<file path="src/sv/gregorian_to_bikram_sambat_date_macros.svh">
// Assertion macros for the Gregorian to BS date converter.
// Used by the top level; no other dependencies.
`ifndef GREGORIAN_TO_BIKRAM_SAMBAT_DATE_MACROS_SVH
`define GREGORIAN_TO_BIKRAM_SAMBAT_DATE_MACROS_SVH
`ifndef SYNTH
// same-cycle implication
`define GBS_ASSERT_SAME(label, clk, rst, ante, cons) \
   label: assert property (@(posedge clk) disable iff (rst) (ante) |-> (cons)) \
      else $error("gbs assertion failed: same-cycle implication");
// next-cycle implication
`define GBS_ASSERT_NEXT(label, clk, rst, ante, cons) \
   label: assert property (@(posedge clk) disable iff (rst) (ante) |=> (cons)) \
      else $error("gbs assertion failed: next-cycle implication");
`else
`define GBS_ASSERT_SAME(label, clk, rst, ante, cons)
`define GBS_ASSERT_NEXT(label, clk, rst, ante, cons)
`endif
`endif

</file>
<file path="src/sv/gbs_pkg.sv">
// Shared widths, constants and types for the Gregorian to BS date converter.
// No dependencies.
`default_nettype none

package gbs_pkg;

   // field widths
   localparam int YEAR_W     = 12;
   localparam int YDAY_W     = 9;
   localparam int WDAY_W     = 3;
   localparam int TYEAR_W    = 7;
   localparam int TMON_W     = 4;
   localparam int MDAYS_W    = 6;
   localparam int MON_W      = 4;
   localparam int DAY_W      = 6;

   // month-length table geometry
   localparam int TABLE_YEARS     = 128;
   localparam int MONTHS_PER_YEAR = 12;
   localparam int TABLE_DEPTH     = TABLE_YEARS * MONTHS_PER_YEAR;
   localparam int TABLE_ADDR_W    = $clog2(TABLE_DEPTH);
   localparam int YOFF_W          = $clog2(TABLE_YEARS + 1);
   localparam int CODE_W          = 2;
   localparam int MIN_MONTH_DAYS  = 29;

   // day counter: up to 4095 years of 366 days, plus sign
   localparam int REM_W      = 22;
   localparam int DAYS_COMMON_YEAR = 365;
   localparam int LEAP_CYCLE = 400;
   localparam int CENTURY    = 100;

   // configuration port
   localparam int CSR_INDEX_W = 2;
   localparam int CSR_DATA_W  = 12;

   localparam logic [YEAR_W-1:0] EPOCH_GREG_YEAR_RST = 12'd1918;
   localparam logic [YDAY_W-1:0] EPOCH_GREG_YDAY_RST = 9'd102;
   localparam logic [YEAR_W-1:0] EPOCH_BS_YEAR_RST   = 12'd1975;

   typedef enum logic [CSR_INDEX_W-1:0] {
      CSR_EPOCH_GREG_YEAR = 2'd0,
      CSR_EPOCH_GREG_YDAY = 2'd1,
      CSR_EPOCH_BS_YEAR   = 2'd2
   } csr_index_type;

   // request commands
   localparam logic CMD_CONVERT = 1'b0;
   localparam logic CMD_LOAD    = 1'b1;

   // table write request
   typedef struct packed {
      logic                    en;
      logic [TABLE_ADDR_W-1:0] addr;
      logic [CODE_W-1:0]       code;
   } table_write_type;

endpackage

`default_nettype wire

</file>
<file path="src/sv/gbs_if.sv">
// Valid/ready channel interfaces for the converter's request and result items.
// Depends on gbs_pkg.
`default_nettype none

interface gbs_req_if;
   logic                         valid;
   logic                         ready;
   logic                         cmd;
   logic [gbs_pkg::YEAR_W-1:0]   greg_year;
   logic [gbs_pkg::YDAY_W-1:0]   year_day;
   logic [gbs_pkg::WDAY_W-1:0]   week_day;
   logic [gbs_pkg::TYEAR_W-1:0]  table_year;
   logic [gbs_pkg::TMON_W-1:0]   table_month;
   logic [gbs_pkg::MDAYS_W-1:0]  month_days;

   modport source (output valid, cmd, greg_year, year_day, week_day, table_year,
                   table_month, month_days, input ready);
   modport sink   (input valid, cmd, greg_year, year_day, week_day, table_year,
                   table_month, month_days, output ready);
endinterface

interface gbs_rsp_if;
   logic                        valid;
   logic                        ready;
   logic [gbs_pkg::YEAR_W-1:0]  bs_year;
   logic [gbs_pkg::MON_W-1:0]   bs_month;
   logic [gbs_pkg::DAY_W-1:0]   bs_day;
   logic [gbs_pkg::WDAY_W-1:0]  bs_weekday;
   logic                        ok;

   modport source (output valid, bs_year, bs_month, bs_day, bs_weekday, ok,
                   input ready);
   modport sink   (input valid, bs_year, bs_month, bs_day, bs_weekday, ok,
                   output ready);
endinterface

`default_nettype wire

</file>
<file path="src/sv/gregorian_to_bikram_sambat_date.sv">
// Top level of the Gregorian to Bikram Sambat date converter: control FSM,
// day counting and month walk. Depends on gbs_pkg, gbs_if, gbs_month_table
// and the macro header.
//
//   channel | dir | handshake          | carries
//   req_if  | in  | valid/ready        | convert date or table load
//   rsp_if  | out | valid/ready        | BS date and ok, one per convert
//   csr_*   | in  | csr_we, no wait    | epoch registers 0..2
//
// A load writes one table entry. A convert reduces the epoch year mod 400,
// adds whole years up to greg_year, then walks the months, reading one table
// entry a cycle through the RAM read port (at most 1537 months).
// The result sits in an output register, so a new item is taken while it
// waits. Reset is synchronous and clears control state only; the table
// holds no valid state and must be loaded before it is read.
`default_nettype none
`include "gregorian_to_bikram_sambat_date_macros.svh"

module gregorian_to_bikram_sambat_date (
   input  wire logic                               clock,
   input  wire logic                               reset,
   gbs_req_if.sink                                 req_if,
   gbs_rsp_if.source                               rsp_if,
   input  wire logic                               csr_we,
   input  wire logic [gbs_pkg::CSR_INDEX_W-1:0]    csr_index,
   input  wire logic [gbs_pkg::CSR_DATA_W-1:0]     csr_wdata
);
   import gbs_pkg::*;

   typedef enum logic [2:0] {
      ST_IDLE,
      ST_MOD,
      ST_YEARS,
      ST_WALK,
      ST_HOLD
   } state_type;

   // epoch registers
   logic [YEAR_W-1:0] epoch_gy_ff;
   logic [YDAY_W-1:0] epoch_yd_ff;
   logic [YEAR_W-1:0] epoch_bs_ff;

   // control and datapath registers
   state_type               state_ff, state_in;
   logic [YEAR_W-1:0]       gy_ff, gy_in;
   logic [WDAY_W-1:0]       wd_ff, wd_in;
   logic [YEAR_W-1:0]       y_ff, y_in;
   logic [YEAR_W-1:0]       m400_ff, m400_in;
   logic [6:0]              m100_ff, m100_in;
   logic [REM_W-1:0]        rem_ff, rem_in;
   logic [TABLE_ADDR_W-1:0] iss_addr_ff, iss_addr_in;
   logic [MON_W-1:0]        iss_mon_ff, iss_mon_in;
   logic [YOFF_W-1:0]       iss_yoff_ff, iss_yoff_in;
   logic [MON_W-1:0]        ev_mon_ff, ev_mon_in;
   logic [YOFF_W-1:0]       ev_yoff_ff, ev_yoff_in;
   logic                    dv_ff, dv_in;

   // finished result waiting for the output register
   logic [YEAR_W-1:0] res_year_ff, res_year_in;
   logic [MON_W-1:0]  res_mon_ff, res_mon_in;
   logic [DAY_W-1:0]  res_day_ff, res_day_in;
   logic [WDAY_W-1:0] res_wd_ff, res_wd_in;
   logic              res_ok_ff, res_ok_in;

   // output register
   logic              rsp_valid_ff, rsp_valid_in;
   logic [YEAR_W-1:0] rsp_year_ff, rsp_year_in;
   logic [MON_W-1:0]  rsp_mon_ff, rsp_mon_in;
   logic [DAY_W-1:0]  rsp_day_ff, rsp_day_in;
   logic [WDAY_W-1:0] rsp_wd_ff, rsp_wd_in;
   logic              rsp_ok_ff, rsp_ok_in;

   logic                    req_accept;
   logic                    before_epoch;
   logic                    leap;
   logic [8:0]              m400_lo;
   logic [6:0]              m100_start;
   logic                    tbl_rd_en;
   logic [MDAYS_W-1:0]      tbl_days;
   table_write_type         tbl_wr;

   assign req_if.ready = (state_ff == ST_IDLE);
   assign req_accept   = req_if.valid && req_if.ready;

   assign rsp_if.valid      = rsp_valid_ff;
   assign rsp_if.bs_year    = rsp_year_ff;
   assign rsp_if.bs_month   = rsp_mon_ff;
   assign rsp_if.bs_day     = rsp_day_ff;
   assign rsp_if.bs_weekday = rsp_wd_ff;
   assign rsp_if.ok         = rsp_ok_ff;

   // epoch registers
   always_ff @(posedge clock) begin
      if (reset) begin
         epoch_gy_ff <= EPOCH_GREG_YEAR_RST;
         epoch_yd_ff <= EPOCH_GREG_YDAY_RST;
         epoch_bs_ff <= EPOCH_BS_YEAR_RST;
      end else if (csr_we) begin
         case (csr_index)
            CSR_EPOCH_GREG_YEAR: epoch_gy_ff <= YEAR_W'(csr_wdata);
            CSR_EPOCH_GREG_YDAY: epoch_yd_ff <= csr_wdata[YDAY_W-1:0];
            CSR_EPOCH_BS_YEAR:   epoch_bs_ff <= YEAR_W'(csr_wdata);
            default: ;
         endcase
      end
   end

   // table load: entry holds month_days - 29, modulo 4
   always_comb begin
      tbl_wr.en   = req_accept && (req_if.cmd == CMD_LOAD) &&
                    (req_if.table_month < TMON_W'(MONTHS_PER_YEAR)) &&
                    (YOFF_W'(req_if.table_year) < YOFF_W'(TABLE_YEARS));
      tbl_wr.addr = TABLE_ADDR_W'(req_if.table_year) * TABLE_ADDR_W'(MONTHS_PER_YEAR) +
                    TABLE_ADDR_W'(req_if.table_month);
      tbl_wr.code = CODE_W'(req_if.month_days - MDAYS_W'(MIN_MONTH_DAYS));
   end

   // reads only happen in the walk and writes only in idle, so no overlap
   assign tbl_rd_en = (state_ff == ST_WALK) && (iss_yoff_ff < YOFF_W'(TABLE_YEARS));

   gbs_month_table u_table (
      .clock   (clock),
      .wr      (tbl_wr),
      .rd_en   (tbl_rd_en),
      .rd_addr (iss_addr_ff),
      .rd_days (tbl_days)
   );

   assign before_epoch = (req_if.greg_year < epoch_gy_ff) ||
                         ((req_if.greg_year == epoch_gy_ff) &&
                          (req_if.year_day < epoch_yd_ff));

   // Gregorian leap rule from running year residues
   assign leap = (m400_ff == '0) || ((m100_ff != '0) && (y_ff[1:0] == 2'd0));

   // residue mod 100 of a value below 400
   assign m400_lo = m400_ff[8:0];
   always_comb begin
      if (m400_lo >= 9'd300) begin
         m100_start = 7'(m400_lo - 9'd300);
      end else if (m400_lo >= 9'd200) begin
         m100_start = 7'(m400_lo - 9'd200);
      end else if (m400_lo >= 9'(CENTURY)) begin
         m100_start = 7'(m400_lo - 9'(CENTURY));
      end else begin
         m100_start = 7'(m400_lo);
      end
   end

   // next-state logic
   always_comb begin
      state_in    = state_ff;
      gy_in       = gy_ff;
      wd_in       = wd_ff;
      y_in        = y_ff;
      m400_in     = m400_ff;
      m100_in     = m100_ff;
      rem_in      = rem_ff;
      iss_addr_in = iss_addr_ff;
      iss_mon_in  = iss_mon_ff;
      iss_yoff_in = iss_yoff_ff;
      ev_mon_in   = ev_mon_ff;
      ev_yoff_in  = ev_yoff_ff;
      dv_in       = dv_ff;
      res_year_in = res_year_ff;
      res_mon_in  = res_mon_ff;
      res_day_in  = res_day_ff;
      res_wd_in   = res_wd_ff;
      res_ok_in   = res_ok_ff;

      rsp_valid_in = rsp_valid_ff && !rsp_if.ready;
      rsp_year_in  = rsp_year_ff;
      rsp_mon_in   = rsp_mon_ff;
      rsp_day_in   = rsp_day_ff;
      rsp_wd_in    = rsp_wd_ff;
      rsp_ok_in    = rsp_ok_ff;

      case (state_ff)
         ST_IDLE: begin
            if (req_accept && (req_if.cmd == CMD_CONVERT)) begin
               gy_in   = req_if.greg_year;
               wd_in   = req_if.week_day;
               y_in    = epoch_gy_ff;
               m400_in = epoch_gy_ff;
               // day count starts at yd - epoch yday; whole years added later
               rem_in  = REM_W'(req_if.year_day) - REM_W'(epoch_yd_ff);
               if (before_epoch) begin
                  res_year_in = '0;
                  res_mon_in  = '0;
                  res_day_in  = '0;
                  res_wd_in   = '0;
                  res_ok_in   = 1'b0;
                  state_in    = ST_HOLD;
               end else begin
                  state_in = ST_MOD;
               end
            end
         end

         // reduce the epoch year mod 400, one subtract a cycle
         ST_MOD: begin
            if (m400_ff >= YEAR_W'(LEAP_CYCLE)) begin
               m400_in = m400_ff - YEAR_W'(LEAP_CYCLE);
            end else begin
               m100_in  = m100_start;
               state_in = ST_YEARS;
            end
         end

         // add one whole Gregorian year a cycle
         ST_YEARS: begin
            if (y_ff == gy_ff) begin
               iss_addr_in = '0;
               iss_mon_in  = '0;
               iss_yoff_in = '0;
               dv_in       = 1'b0;
               state_in    = ST_WALK;
            end else begin
               rem_in  = rem_ff + REM_W'(DAYS_COMMON_YEAR) + REM_W'(leap);
               y_in    = y_ff + 1'b1;
               m400_in = (m400_ff == YEAR_W'(LEAP_CYCLE - 1)) ? '0 : m400_ff + 1'b1;
               m100_in = (m100_ff == 7'(CENTURY - 1)) ? '0 : m100_ff + 1'b1;
            end
         end

         // issue one table read a cycle, judge the month read last cycle
         ST_WALK: begin
            ev_mon_in   = iss_mon_ff;
            ev_yoff_in  = iss_yoff_ff;
            dv_in       = 1'b1;
            iss_addr_in = iss_addr_ff + 1'b1;
            if (iss_mon_ff == MON_W'(MONTHS_PER_YEAR - 1)) begin
               iss_mon_in  = '0;
               iss_yoff_in = iss_yoff_ff + 1'b1;
            end else begin
               iss_mon_in  = iss_mon_ff + 1'b1;
            end

            if (dv_ff) begin
               if (rem_ff[REM_W-1] || (rem_ff == '0)) begin
                  // no days left: first day of this month
                  res_year_in = epoch_bs_ff + YEAR_W'(ev_yoff_ff);
                  res_mon_in  = ev_mon_ff + 1'b1;
                  res_day_in  = DAY_W'(1);
                  res_wd_in   = wd_ff + 1'b1;
                  res_ok_in   = 1'b1;
                  state_in    = ST_HOLD;
               end else if (ev_yoff_ff >= YOFF_W'(TABLE_YEARS)) begin
                  // ran off the end of the table
                  res_year_in = '0;
                  res_mon_in  = '0;
                  res_day_in  = '0;
                  res_wd_in   = '0;
                  res_ok_in   = 1'b0;
                  state_in    = ST_HOLD;
               end else if (rem_ff < REM_W'(tbl_days)) begin
                  // date falls inside this month
                  res_year_in = epoch_bs_ff + YEAR_W'(ev_yoff_ff);
                  res_mon_in  = ev_mon_ff + 1'b1;
                  res_day_in  = rem_ff[DAY_W-1:0] + 1'b1;
                  res_wd_in   = wd_ff + 1'b1;
                  res_ok_in   = 1'b1;
                  state_in    = ST_HOLD;
               end else begin
                  rem_in = rem_ff - REM_W'(tbl_days);
               end
            end
         end

         // move the result into the output register once it is free
         ST_HOLD: begin
            if (!rsp_valid_ff || rsp_if.ready) begin
               rsp_valid_in = 1'b1;
               rsp_year_in  = res_year_ff;
               rsp_mon_in   = res_mon_ff;
               rsp_day_in   = res_day_ff;
               rsp_wd_in    = res_wd_ff;
               rsp_ok_in    = res_ok_ff;
               state_in     = ST_IDLE;
            end
         end

         default: begin
            state_in = ST_IDLE;
         end
      endcase
   end

   // state and registered outputs
   always_ff @(posedge clock) begin
      if (reset) begin
         state_ff     <= ST_IDLE;
         dv_ff        <= 1'b0;
         rsp_valid_ff <= 1'b0;
      end else begin
         state_ff     <= state_in;
         dv_ff        <= dv_in;
         rsp_valid_ff <= rsp_valid_in;
      end
      gy_ff       <= gy_in;
      wd_ff       <= wd_in;
      y_ff        <= y_in;
      m400_ff     <= m400_in;
      m100_ff     <= m100_in;
      rem_ff      <= rem_in;
      iss_addr_ff <= iss_addr_in;
      iss_mon_ff  <= iss_mon_in;
      iss_yoff_ff <= iss_yoff_in;
      ev_mon_ff   <= ev_mon_in;
      ev_yoff_ff  <= ev_yoff_in;
      res_year_ff <= res_year_in;
      res_mon_ff  <= res_mon_in;
      res_day_ff  <= res_day_in;
      res_wd_ff   <= res_wd_in;
      res_ok_ff   <= res_ok_in;
      rsp_year_ff <= rsp_year_in;
      rsp_mon_ff  <= rsp_mon_in;
      rsp_day_ff  <= rsp_day_in;
      rsp_wd_ff   <= rsp_wd_in;
      rsp_ok_ff   <= rsp_ok_in;
   end

   // checks
   `GBS_ASSERT_SAME(a_fail_is_zero, clock, reset, rsp_valid_ff && !rsp_ok_ff, (rsp_year_ff == '0) && (rsp_mon_ff == '0) && (rsp_day_ff == '0) && (rsp_wd_ff == '0))
   `GBS_ASSERT_SAME(a_load_only_idle, clock, reset, tbl_wr.en, (state_ff == ST_IDLE) && !tbl_rd_en)
   `GBS_ASSERT_SAME(a_walk_in_bounds, clock, reset, dv_ff && (state_ff == ST_WALK), ev_yoff_ff <= YOFF_W'(TABLE_YEARS))
   `GBS_ASSERT_NEXT(a_hold_drains, clock, reset, (state_ff == ST_HOLD) && (!rsp_valid_ff || rsp_if.ready), rsp_valid_ff && (state_ff == ST_IDLE))

endmodule

`default_nettype wire

</file>
<file path="src/sv/gbs_month_table.sv">
// Month-length table: 2-bit length codes in a synchronous RAM, one write
// and one registered read port; the read side returns the length in days.
// Depends on gbs_pkg.
`default_nettype none

module gbs_month_table (
   input  wire logic                                clock,
   input  wire gbs_pkg::table_write_type            wr,
   input  wire logic                                rd_en,
   input  wire logic [gbs_pkg::TABLE_ADDR_W-1:0]    rd_addr,
   output logic [gbs_pkg::MDAYS_W-1:0]              rd_days
);
   import gbs_pkg::*;

   logic [CODE_W-1:0] mem [TABLE_DEPTH];
   logic [CODE_W-1:0] rd_code_ff;

   // write and registered read
   always_ff @(posedge clock) begin
      if (wr.en) begin
         mem[wr.addr] <= wr.code;
      end
      if (rd_en) begin
         rd_code_ff <= mem[rd_addr];
      end
   end

   // code 0..3 stands for 29..32 days
   assign rd_days = MDAYS_W'(MIN_MONTH_DAYS) + MDAYS_W'(rd_code_ff);

endmodule

`default_nettype wire
</file>
<file path="src/flat_wrapper.sv">
// flat-port wrapper written by rule: the top's interface ports become plain ports
module gregorian_to_bikram_sambat_date_flat import gbs_pkg::*;
  (clock, reset, csr_we, csr_index, csr_wdata, req_if_valid, req_if_cmd, req_if_greg_year, req_if_year_day, req_if_week_day, req_if_table_year, req_if_table_month, req_if_month_days, req_if_ready, rsp_if_valid, rsp_if_bs_year, rsp_if_bs_month, rsp_if_bs_day, rsp_if_bs_weekday, rsp_if_ok, rsp_if_ready);
  gbs_req_if req_if_i ();
  gbs_rsp_if rsp_if_i ();
  input  wire logic clock;
  input  wire logic reset;
  input  wire logic csr_we;
  input  wire logic [gbs_pkg::CSR_INDEX_W-1:0] csr_index;
  input  wire logic [gbs_pkg::CSR_DATA_W-1:0] csr_wdata;
  input wire logic [$bits(req_if_i.valid)-1:0] req_if_valid;
  input wire logic [$bits(req_if_i.cmd)-1:0] req_if_cmd;
  input wire logic [$bits(req_if_i.greg_year)-1:0] req_if_greg_year;
  input wire logic [$bits(req_if_i.year_day)-1:0] req_if_year_day;
  input wire logic [$bits(req_if_i.week_day)-1:0] req_if_week_day;
  input wire logic [$bits(req_if_i.table_year)-1:0] req_if_table_year;
  input wire logic [$bits(req_if_i.table_month)-1:0] req_if_table_month;
  input wire logic [$bits(req_if_i.month_days)-1:0] req_if_month_days;
  output wire logic [$bits(req_if_i.ready)-1:0] req_if_ready;
  output wire logic [$bits(rsp_if_i.valid)-1:0] rsp_if_valid;
  output wire logic [$bits(rsp_if_i.bs_year)-1:0] rsp_if_bs_year;
  output wire logic [$bits(rsp_if_i.bs_month)-1:0] rsp_if_bs_month;
  output wire logic [$bits(rsp_if_i.bs_day)-1:0] rsp_if_bs_day;
  output wire logic [$bits(rsp_if_i.bs_weekday)-1:0] rsp_if_bs_weekday;
  output wire logic [$bits(rsp_if_i.ok)-1:0] rsp_if_ok;
  input wire logic [$bits(rsp_if_i.ready)-1:0] rsp_if_ready;
  assign req_if_i.valid = req_if_valid;
  assign req_if_i.cmd = req_if_cmd;
  assign req_if_i.greg_year = req_if_greg_year;
  assign req_if_i.year_day = req_if_year_day;
  assign req_if_i.week_day = req_if_week_day;
  assign req_if_i.table_year = req_if_table_year;
  assign req_if_i.table_month = req_if_table_month;
  assign req_if_i.month_days = req_if_month_days;
  assign req_if_ready = req_if_i.ready;
  assign rsp_if_valid = rsp_if_i.valid;
  assign rsp_if_bs_year = rsp_if_i.bs_year;
  assign rsp_if_bs_month = rsp_if_i.bs_month;
  assign rsp_if_bs_day = rsp_if_i.bs_day;
  assign rsp_if_bs_weekday = rsp_if_i.bs_weekday;
  assign rsp_if_ok = rsp_if_i.ok;
  assign rsp_if_i.ready = rsp_if_ready;
  gregorian_to_bikram_sambat_date u_core (.clock(clock), .reset(reset), .req_if(req_if_i), .rsp_if(rsp_if_i), .csr_we(csr_we), .csr_index(csr_index), .csr_wdata(csr_wdata));
endmodule
</file>
<file path="config.mk">
export PLATFORM = sky130hd
export DESIGN_NAME = gregorian_to_bikram_sambat_date_flat
export DESIGN_NICKNAME = d
export VERILOG_FILES = /design/src/sv/gbs_pkg.sv /design/src/sv/gbs_if.sv /design/src/sv/gregorian_to_bikram_sambat_date.sv /design/src/sv/gbs_month_table.sv /design/src/flat_wrapper.sv
export VERILOG_INCLUDE_DIRS = /design/src /design/src/sv
export SDC_FILE = /design/constraint.sdc
export NUM_CORES = 2
export LEC_CHECK = 0
export BUFFER_PORTS_ARGS = -buffer_cell sky130_fd_sc_hd__buf_4
export CORE_MARGIN = 2
export CORE_UTILIZATION = 25
export CTS_BUF_LIST = sky130_fd_sc_hd__clkbuf_16
export DETAILED_ROUTE_END_ITERATION = 10
export PLACE_DENSITY_LB_ADDON = 0.1
export SLEW_MARGIN = 25
export SYNTH_ARGS = -nofsm -noshare
export SYNTH_HDL_FRONTEND = slang
export SYNTH_HIERARCHICAL = 1
export SYNTH_SLANG_ARGS = --single-unit
</file>
<file path="constraint.sdc">
create_clock -name clock -period 117.7 [get_ports clock]
set_clock_uncertainty 0.15 [all_clocks]
set_input_delay 11.77 -clock clock [delete_from_list [all_inputs] [get_ports clock]]
set_output_delay 11.77 -clock clock [all_outputs]
set_load 0.1 [all_outputs]
</file>
== Word-level counts from Yosys, hierarchy flattened ==
Memories as Yosys holds them, arrays and structs flattened. A register that Yosys moved wholly into a read port is not among the register bits.
Cells that the tools add are included.

* Mux-type cells: 80
* $mul: 1
* $lt $le $gt $ge: 10
* $add $sub $neg: 21
* Bitwise logic cells: 1
* Eq/ne operators: 24
* Reduce and logical (&&, ||, !) cells: 39

{| class="wikitable"
|+ Operators with widths
! operator !! count
|-
| 2-to-1 mux 12 bit || 11
|-
| 2-to-1 mux 22 bit || 6
|-
| one-hot mux 22 bit (3 select lines) || 1
|-
| one-hot mux 12 bit (2 select lines) || 2
|-
| 2-to-1 mux 3 bit || 15
|-
| 2-to-1 mux 7 bit || 6
|-
| 2-to-1 mux 6 bit || 6
|-
| one-hot mux 12 bit (3 select lines) || 1
|-
| 2-to-1 mux 4 bit || 8
|-
| adder 12 x 1 -> 12 bit, second input constant || 2
|-
| equality test 12 bit || 2
|-
| adder 22 x 1 -> 22 bit || 1
|-
| adder 22 x 9 -> 22 bit, second input constant || 1
|-
| zero test 22 bit || 1
|-
| < comparator 22 x 6 -> 1 bit || 1
|-
| one-hot mux 11 bit (2 select lines) || 1
|-
| subtractor 22 x 6 -> 22 bit || 1
|-
| 2-to-1 mux 8 bit || 2
|-
| inequality test 2 bit, second input constant || 8
|-
| one-hot mux 4 bit (2 select lines) || 2
|-
| one-hot mux 8 bit (2 select lines) || 1
|-
| one-hot mux 3 bit (5 select lines) || 1
|-
| one-hot mux 7 bit (2 select lines) || 1
|-
| subtractor 7 bit, second input constant || 2
|-
| 54 further kinds || 93
|}

* Register bits after elaboration: 193
* Word-level logic and storage cells: 204
* Output and inout port bits: 28
* Memories: 1
* RAM bits: 3072

{| class="wikitable"
|+ Memory list
! name !! depth !! width !! read ports !! clocked after memory_dff !! wr ports !! RTL line !! source
|-
| u_core.u_table.mem || 1536 || 2 || 1 || 1 || 1 || gbs_month_table.sv:15 || <nowiki>logic [CODE_W-1:0] mem [TABLE_DEPTH];</nowiki>
|}

== Logic depth before layout (Yosys ltp) ==
* Depth after elaboration: 7
* Mapped depth: 14
* Depth with buffers taken out: 14

== Cells and area by module ==
The synthesis kept the hierarchy.

{| class="wikitable"
|+ Modules (own cells, without submodules)
! module !! cells each !! area an instance (µm²) !! times used
|-
| gbs_month_table || 7128 || 125190.1 || 1
|-
| gregorian_to_bikram_sambat_date || 1118 || 11438.5 || 1
|}

== Worst setup path before layout ==
Ideal clock, no wire load.

* Path kind: input -> register
* From: input port req_if_month_days[1]
* To: memory u_core.u_table.mem[0][1] (data pin)
* Setup time: 8915 ps
* Path slack: 53844 ps
* Stages: 1
* Path buffers: 0
* Arrival: 54792 ps
* Path through: xnor2_1

* Word-level cells in the longest chain between the ends: 1

{| class="wikitable"
|+ RTL lines
! what !! RTL line !! source
|-
| start, declared || flat_wrapper.sv:18 || <nowiki>input wire logic [$bits(req_if_i.month_days)-1:0] req_if_month_days;</nowiki>
|-
| subtractor 2 x 1 -> 2 bit || gregorian_to_bikram_sambat_date.sv:115 || <nowiki>tbl_wr.code = CODE_W'(req_if.month_days - MDAYS_W'(MIN_MONTH_DAYS));</nowiki>
|-
| end, declared || gbs_month_table.sv:15 ||
|}

Every way passes these cells.

==> summary.md <==
| Metric | Value |
|---|---|
| Ys Warns | `6` |
| Number of clock sinks | `3267` |
| Cells after synthesis | `8246` |
| Initial Utilization | `0.2509` |
| Run status | `finished, final reports clean` |
| Post-cts hold buffer count | `0` |
| Antenna-violating nets left | `0` |
| Grt ovf | `0` |
| Cell row count | `271` |
| Setup TNS after final layout | `0 ps` |
| Power per cell area | `16.84 nW/um^2` |
| Overall die area | `552400 um^2` |
| Min-delay worst type | `reg2reg` |
| Total Power | `2.673 mW` |
| Fraction of final layout cells with drive strength greater than 1 | `0.2034` |
| Final critical-path share of the clock period | `0.1420` |
| Via Count | `77210` |
| Synth-to-Final Area Change | `16.13%` |
| Leakage | `49.58 nW` |
| Share of synthesized flip-flops with an asynchronous set or reset | `0` |
| # nets final | `8510` |
| # DRC | `0` |
| Place WS | `99720 ps` |
| Finish-stage setup viols | `0` |
| Worst setup path class | `in2reg` |
| RSZ-0062 raised after global routing | `no` |
| Worst-skew pair later-pin latency | `1010 ps` |
| Resized cells post-CTS | `0` |
| Bufs on Longest Clock Path | `4` |
| Number of pins exceeding their max-slew limit in the final report | `0` |
| Largest voltage drop on the vdd net | `0.01220 mV` |
| Adder and majority gate portion of the synthesized area | `0.007601` |
| Vertical die dimension | `743.3 um` |
| Wire length of the first global-routing pass | `672300 um` |
| Post-Syn Nets | `8387` |
| Horiz. Die Dim | `743.3 um` |
| Number of enable-type register cells in the synthesized netlist | `3229` |
| Category of the worst setup path capture point | `flip-flop` |
| Pin count of the biggest net entering global routing | `179` |
| Critical Path Slowest Stage Cell | `sky130_fd_sc_hd__nor3b_2` |
| Ordered cell list for the critical path | `buf_4, ha_1, fa_1, a211oi_1, o2111ai_1, nor4b_1, nand2_1, mux2_2, o21ai_2, nor3b_2, nand2_1, buf_4, nor2_1` |
| Final critical-path setup slack | `100990 ps` |
| Antenna violations before repair | `71` |
| Io pins | `89` |
| Routability-driven placement congestion ratio | `0.7696` |
| Via count normalized by instance count | `4.849` |
| Highest-count cells in the layout ignoring fill and taps | `3229 x sky130_fd_sc_hd__edfxtp_1, 1676 x sky130_fd_sc_hd__nor2_1, 719 x sky130_fd_sc_hd__mux4_2` |
| Post-Syn Area per Cell | `16.57 um^2` |
| Dominant combinational cell family by area after synthesis | `multiplexers` |
| Post-place instance area | `146300 um^2` |
| Worst-Margin Slew | `1165 ps` |
| Remaining max-slew budget at the tightest pin | `0.2154` |
| Post-DR wirelength/cell | `30.93 um` |
| Vias in the first global route | `80010` |
| Post-DP HPWL | `293400 um` |
| Flip-flop cell with the highest count after synthesis | `sky130_fd_sc_hd__edfxtp_1` |
| CTS H-Tree Depth | `5` |
| FMAX | `59.85 MHz` |
| Total clock buffers created by CTS | `385` |
| Total Routed Length | `492500 um` |
| Initial drt markers | `8923` |
| Critical path launch point type | `input pin` |
| Number of maximum-capacitance violations | `0` |
| Number of failing hold endpoints at the final stage | `0` |
| Required time of the worst setup path | `118240 ps` |
| Core outline area | `544600 um^2` |
| Pre-Repair DR Iteration Count | `5` |
| Simple-gate portion of the synthesized area | `0.07480` |
| Area share of xor/xnor cells in the synthesized design | `0.006923` |
| Synth Area in Compound Gates | `0.03599` |
| Post-synthesis sequential element count | `3267` |
| Most common cell after layout, fill and taps aside | `sky130_fd_sc_hd__edfxtp_1` |
| Post-layout instance area | `158700 um^2` |
| Overall global routing resource usage | `0.1742` |
| Largest fanout of any net on the critical path | `17` |
| Share of synthesized area occupied by flip-flops and latches | `0.7153` |
| Summed instance area of the synthesized netlist | `136600 um^2` |
| Final standard cell count with taps included and fillers excluded | `15920` |
| Root buf cell | `sky130_fd_sc_hd__clkbuf_16` |
| Clock transition at the registers of the reported paths | `60 ps` |
| Fin crit period | `16710 ps` |
| Cell total after placement | `15220` |
| Synth unique cells | `109` |
| Post-CTS repair timing setup buffer count | `0` |
| Layout fillers | `54130` |
| R2r setup slk | `110630 ps` |
| Critical Path Max Stage Delay | `790 ps` |
| CTS tree | `built` |
| Number of port buffers | `84` |
| Share of cell area taken by muxes after synthesis | `0.1353` |
| Arrival time worst endpoint | `17250 ps` |
synthesized netlist by cell type (27+ instances only):
| cell | number | area [um^2] |
|---|---|---|
| sky130_fd_sc_hd__a211oi_1 | 28 | 210.2 |
| sky130_fd_sc_hd__a21oi_1 | 114 | 570.6 |
| sky130_fd_sc_hd__a221oi_1 | 30 | 262.8 |
| sky130_fd_sc_hd__a22oi_1 | 136 | 1021 |
| sky130_fd_sc_hd__a31oi_1 | 27 | 168.9 |
| sky130_fd_sc_hd__and3_1 | 33 | 206.5 |
| sky130_fd_sc_hd__buf_1 | 66 | 247.7 |
| sky130_fd_sc_hd__buf_2 | 108 | 540.5 |
| sky130_fd_sc_hd__buf_4 | 45 | 337.8 |
| sky130_fd_sc_hd__buf_6 | 35 | 394.1 |
| sky130_fd_sc_hd__clkbuf_1 | 374 | 1404 |
| sky130_fd_sc_hd__dfxtp_1 | 38 | 760.7 |
| sky130_fd_sc_hd__edfxtp_1 | 3229 | 96960 |
| sky130_fd_sc_hd__ha_1 | 75 | 938.4 |
| sky130_fd_sc_hd__inv_1 | 74 | 277.8 |
| sky130_fd_sc_hd__mux2i_1 | 201 | 2012 |
| sky130_fd_sc_hd__mux4_2 | 719 | 16190 |
| sky130_fd_sc_hd__nand2_1 | 306 | 1149 |
| sky130_fd_sc_hd__nand3_1 | 120 | 600.6 |
| sky130_fd_sc_hd__nand4_1 | 34 | 212.7 |
| sky130_fd_sc_hd__nor2_1 | 1684 | 6321 |
| sky130_fd_sc_hd__nor2b_1 | 38 | 237.7 |
| sky130_fd_sc_hd__nor3_1 | 66 | 330.3 |
| sky130_fd_sc_hd__o21ai_0 | 79 | 395.4 |
| sky130_fd_sc_hd__o22ai_1 | 54 | 337.8 |
| sky130_fd_sc_hd__xnor2_1 | 69 | 604.3 |
| sky130_fd_sc_hd__xor2_1 | 39 | 341.6 |
stage by stage:
step,hold slack [ps],util
4_1_cts,253.2,0.2912
2_1_floorplan,250.3,-
5_1_grt,274.7,0.2913
3_3_place_gp,254.1,0.2685
3_5_place_dp,255.4,0.2687
6_report,251.8,0.2914
critical path: cells and delay by family:
kind	cells	cell delay, ps
AOI/OAI and AO/OA	3	1300
adders and majority gates	2	620
buffers and inverters	2	560
muxes	1	320
and+or+nand+nor	5	2620
cell type report:
cell class | count | area [um^2] | share of cell area
Sequential cell | 3267 | 97720 | 0.6159
Tap cell | 7234 | 9051 | 0.05704
Multi-Input combinational cell | 4267 | 36260 | 0.2285
Timing Repair Buffer | 371 | 3060 | 0.01929
Clock inverter | 303 | 2441 | 0.01538
Antenna cell | 12 | 30.03 | 0.0001893
Inverter | 77 | 299.0 | 0.001885
Clock buffer | 392 | 9809 | 0.06182
sequential cells by signal, summed over array words and instances (netlist names), 12 cells and up:
signal and count:
u_core/rem_ff 22, u_core/u_table/mem 3072, u_core/epoch_gy_ff 12, u_core/gy_ff 12
u_core/rsp_if.bs_year 12, u_core/res_year_ff 12, u_core/y_ff 12, u_core/m400_ff 12
u_core/epoch_bs_ff 12
layer usage:
metal	up-vias	part of all wire	global-route usage	wire, um
li1	32440	-	-	-
met2	2638	0.48	0.2892	235700
met1	41580	0.45	0.2445	219600
met5	-	0	0	0
met3	558	0.055	0.02177	26950
met4	0	0.021	0.03644	10240
path summary, 6_finish.rpt:
| check | from | end | cells past startpoint |
|---|---|---|---|
| worst min register to register | u_core/res_year_ff[3] | u_core/rsp_if.bs_year[3] | 0 |
| worst max-delay path | req_if_table_year[0] | u_core/u_table/mem[1104][0] | 13 |
| worst min-delay path | u_core/res_year_ff[3] | u_core/rsp_if.bs_year[3] | 0 |
| worst max register to register | u_core/iss_addr_ff[0] | u_core/u_table/rd_code_ff[1] | 12 |
where the power goes:
part	internal, mW	switching, mW
combinational	0.0482	0.134
sequential	1.31	0.0137
clock	0.673	0.498
total	2.03	0.646
kinds of logic after synthesis:
kind of cell | after synthesis
muxes | 945
adders and majority gates | 80
AOI/OAI and AO/OA | 698
DFF | 3267
buffers and inverters | 712
xor gates and xnor gates | 108
and+or+nand+nor | 2436
Power figures use the tool's default switching activity.
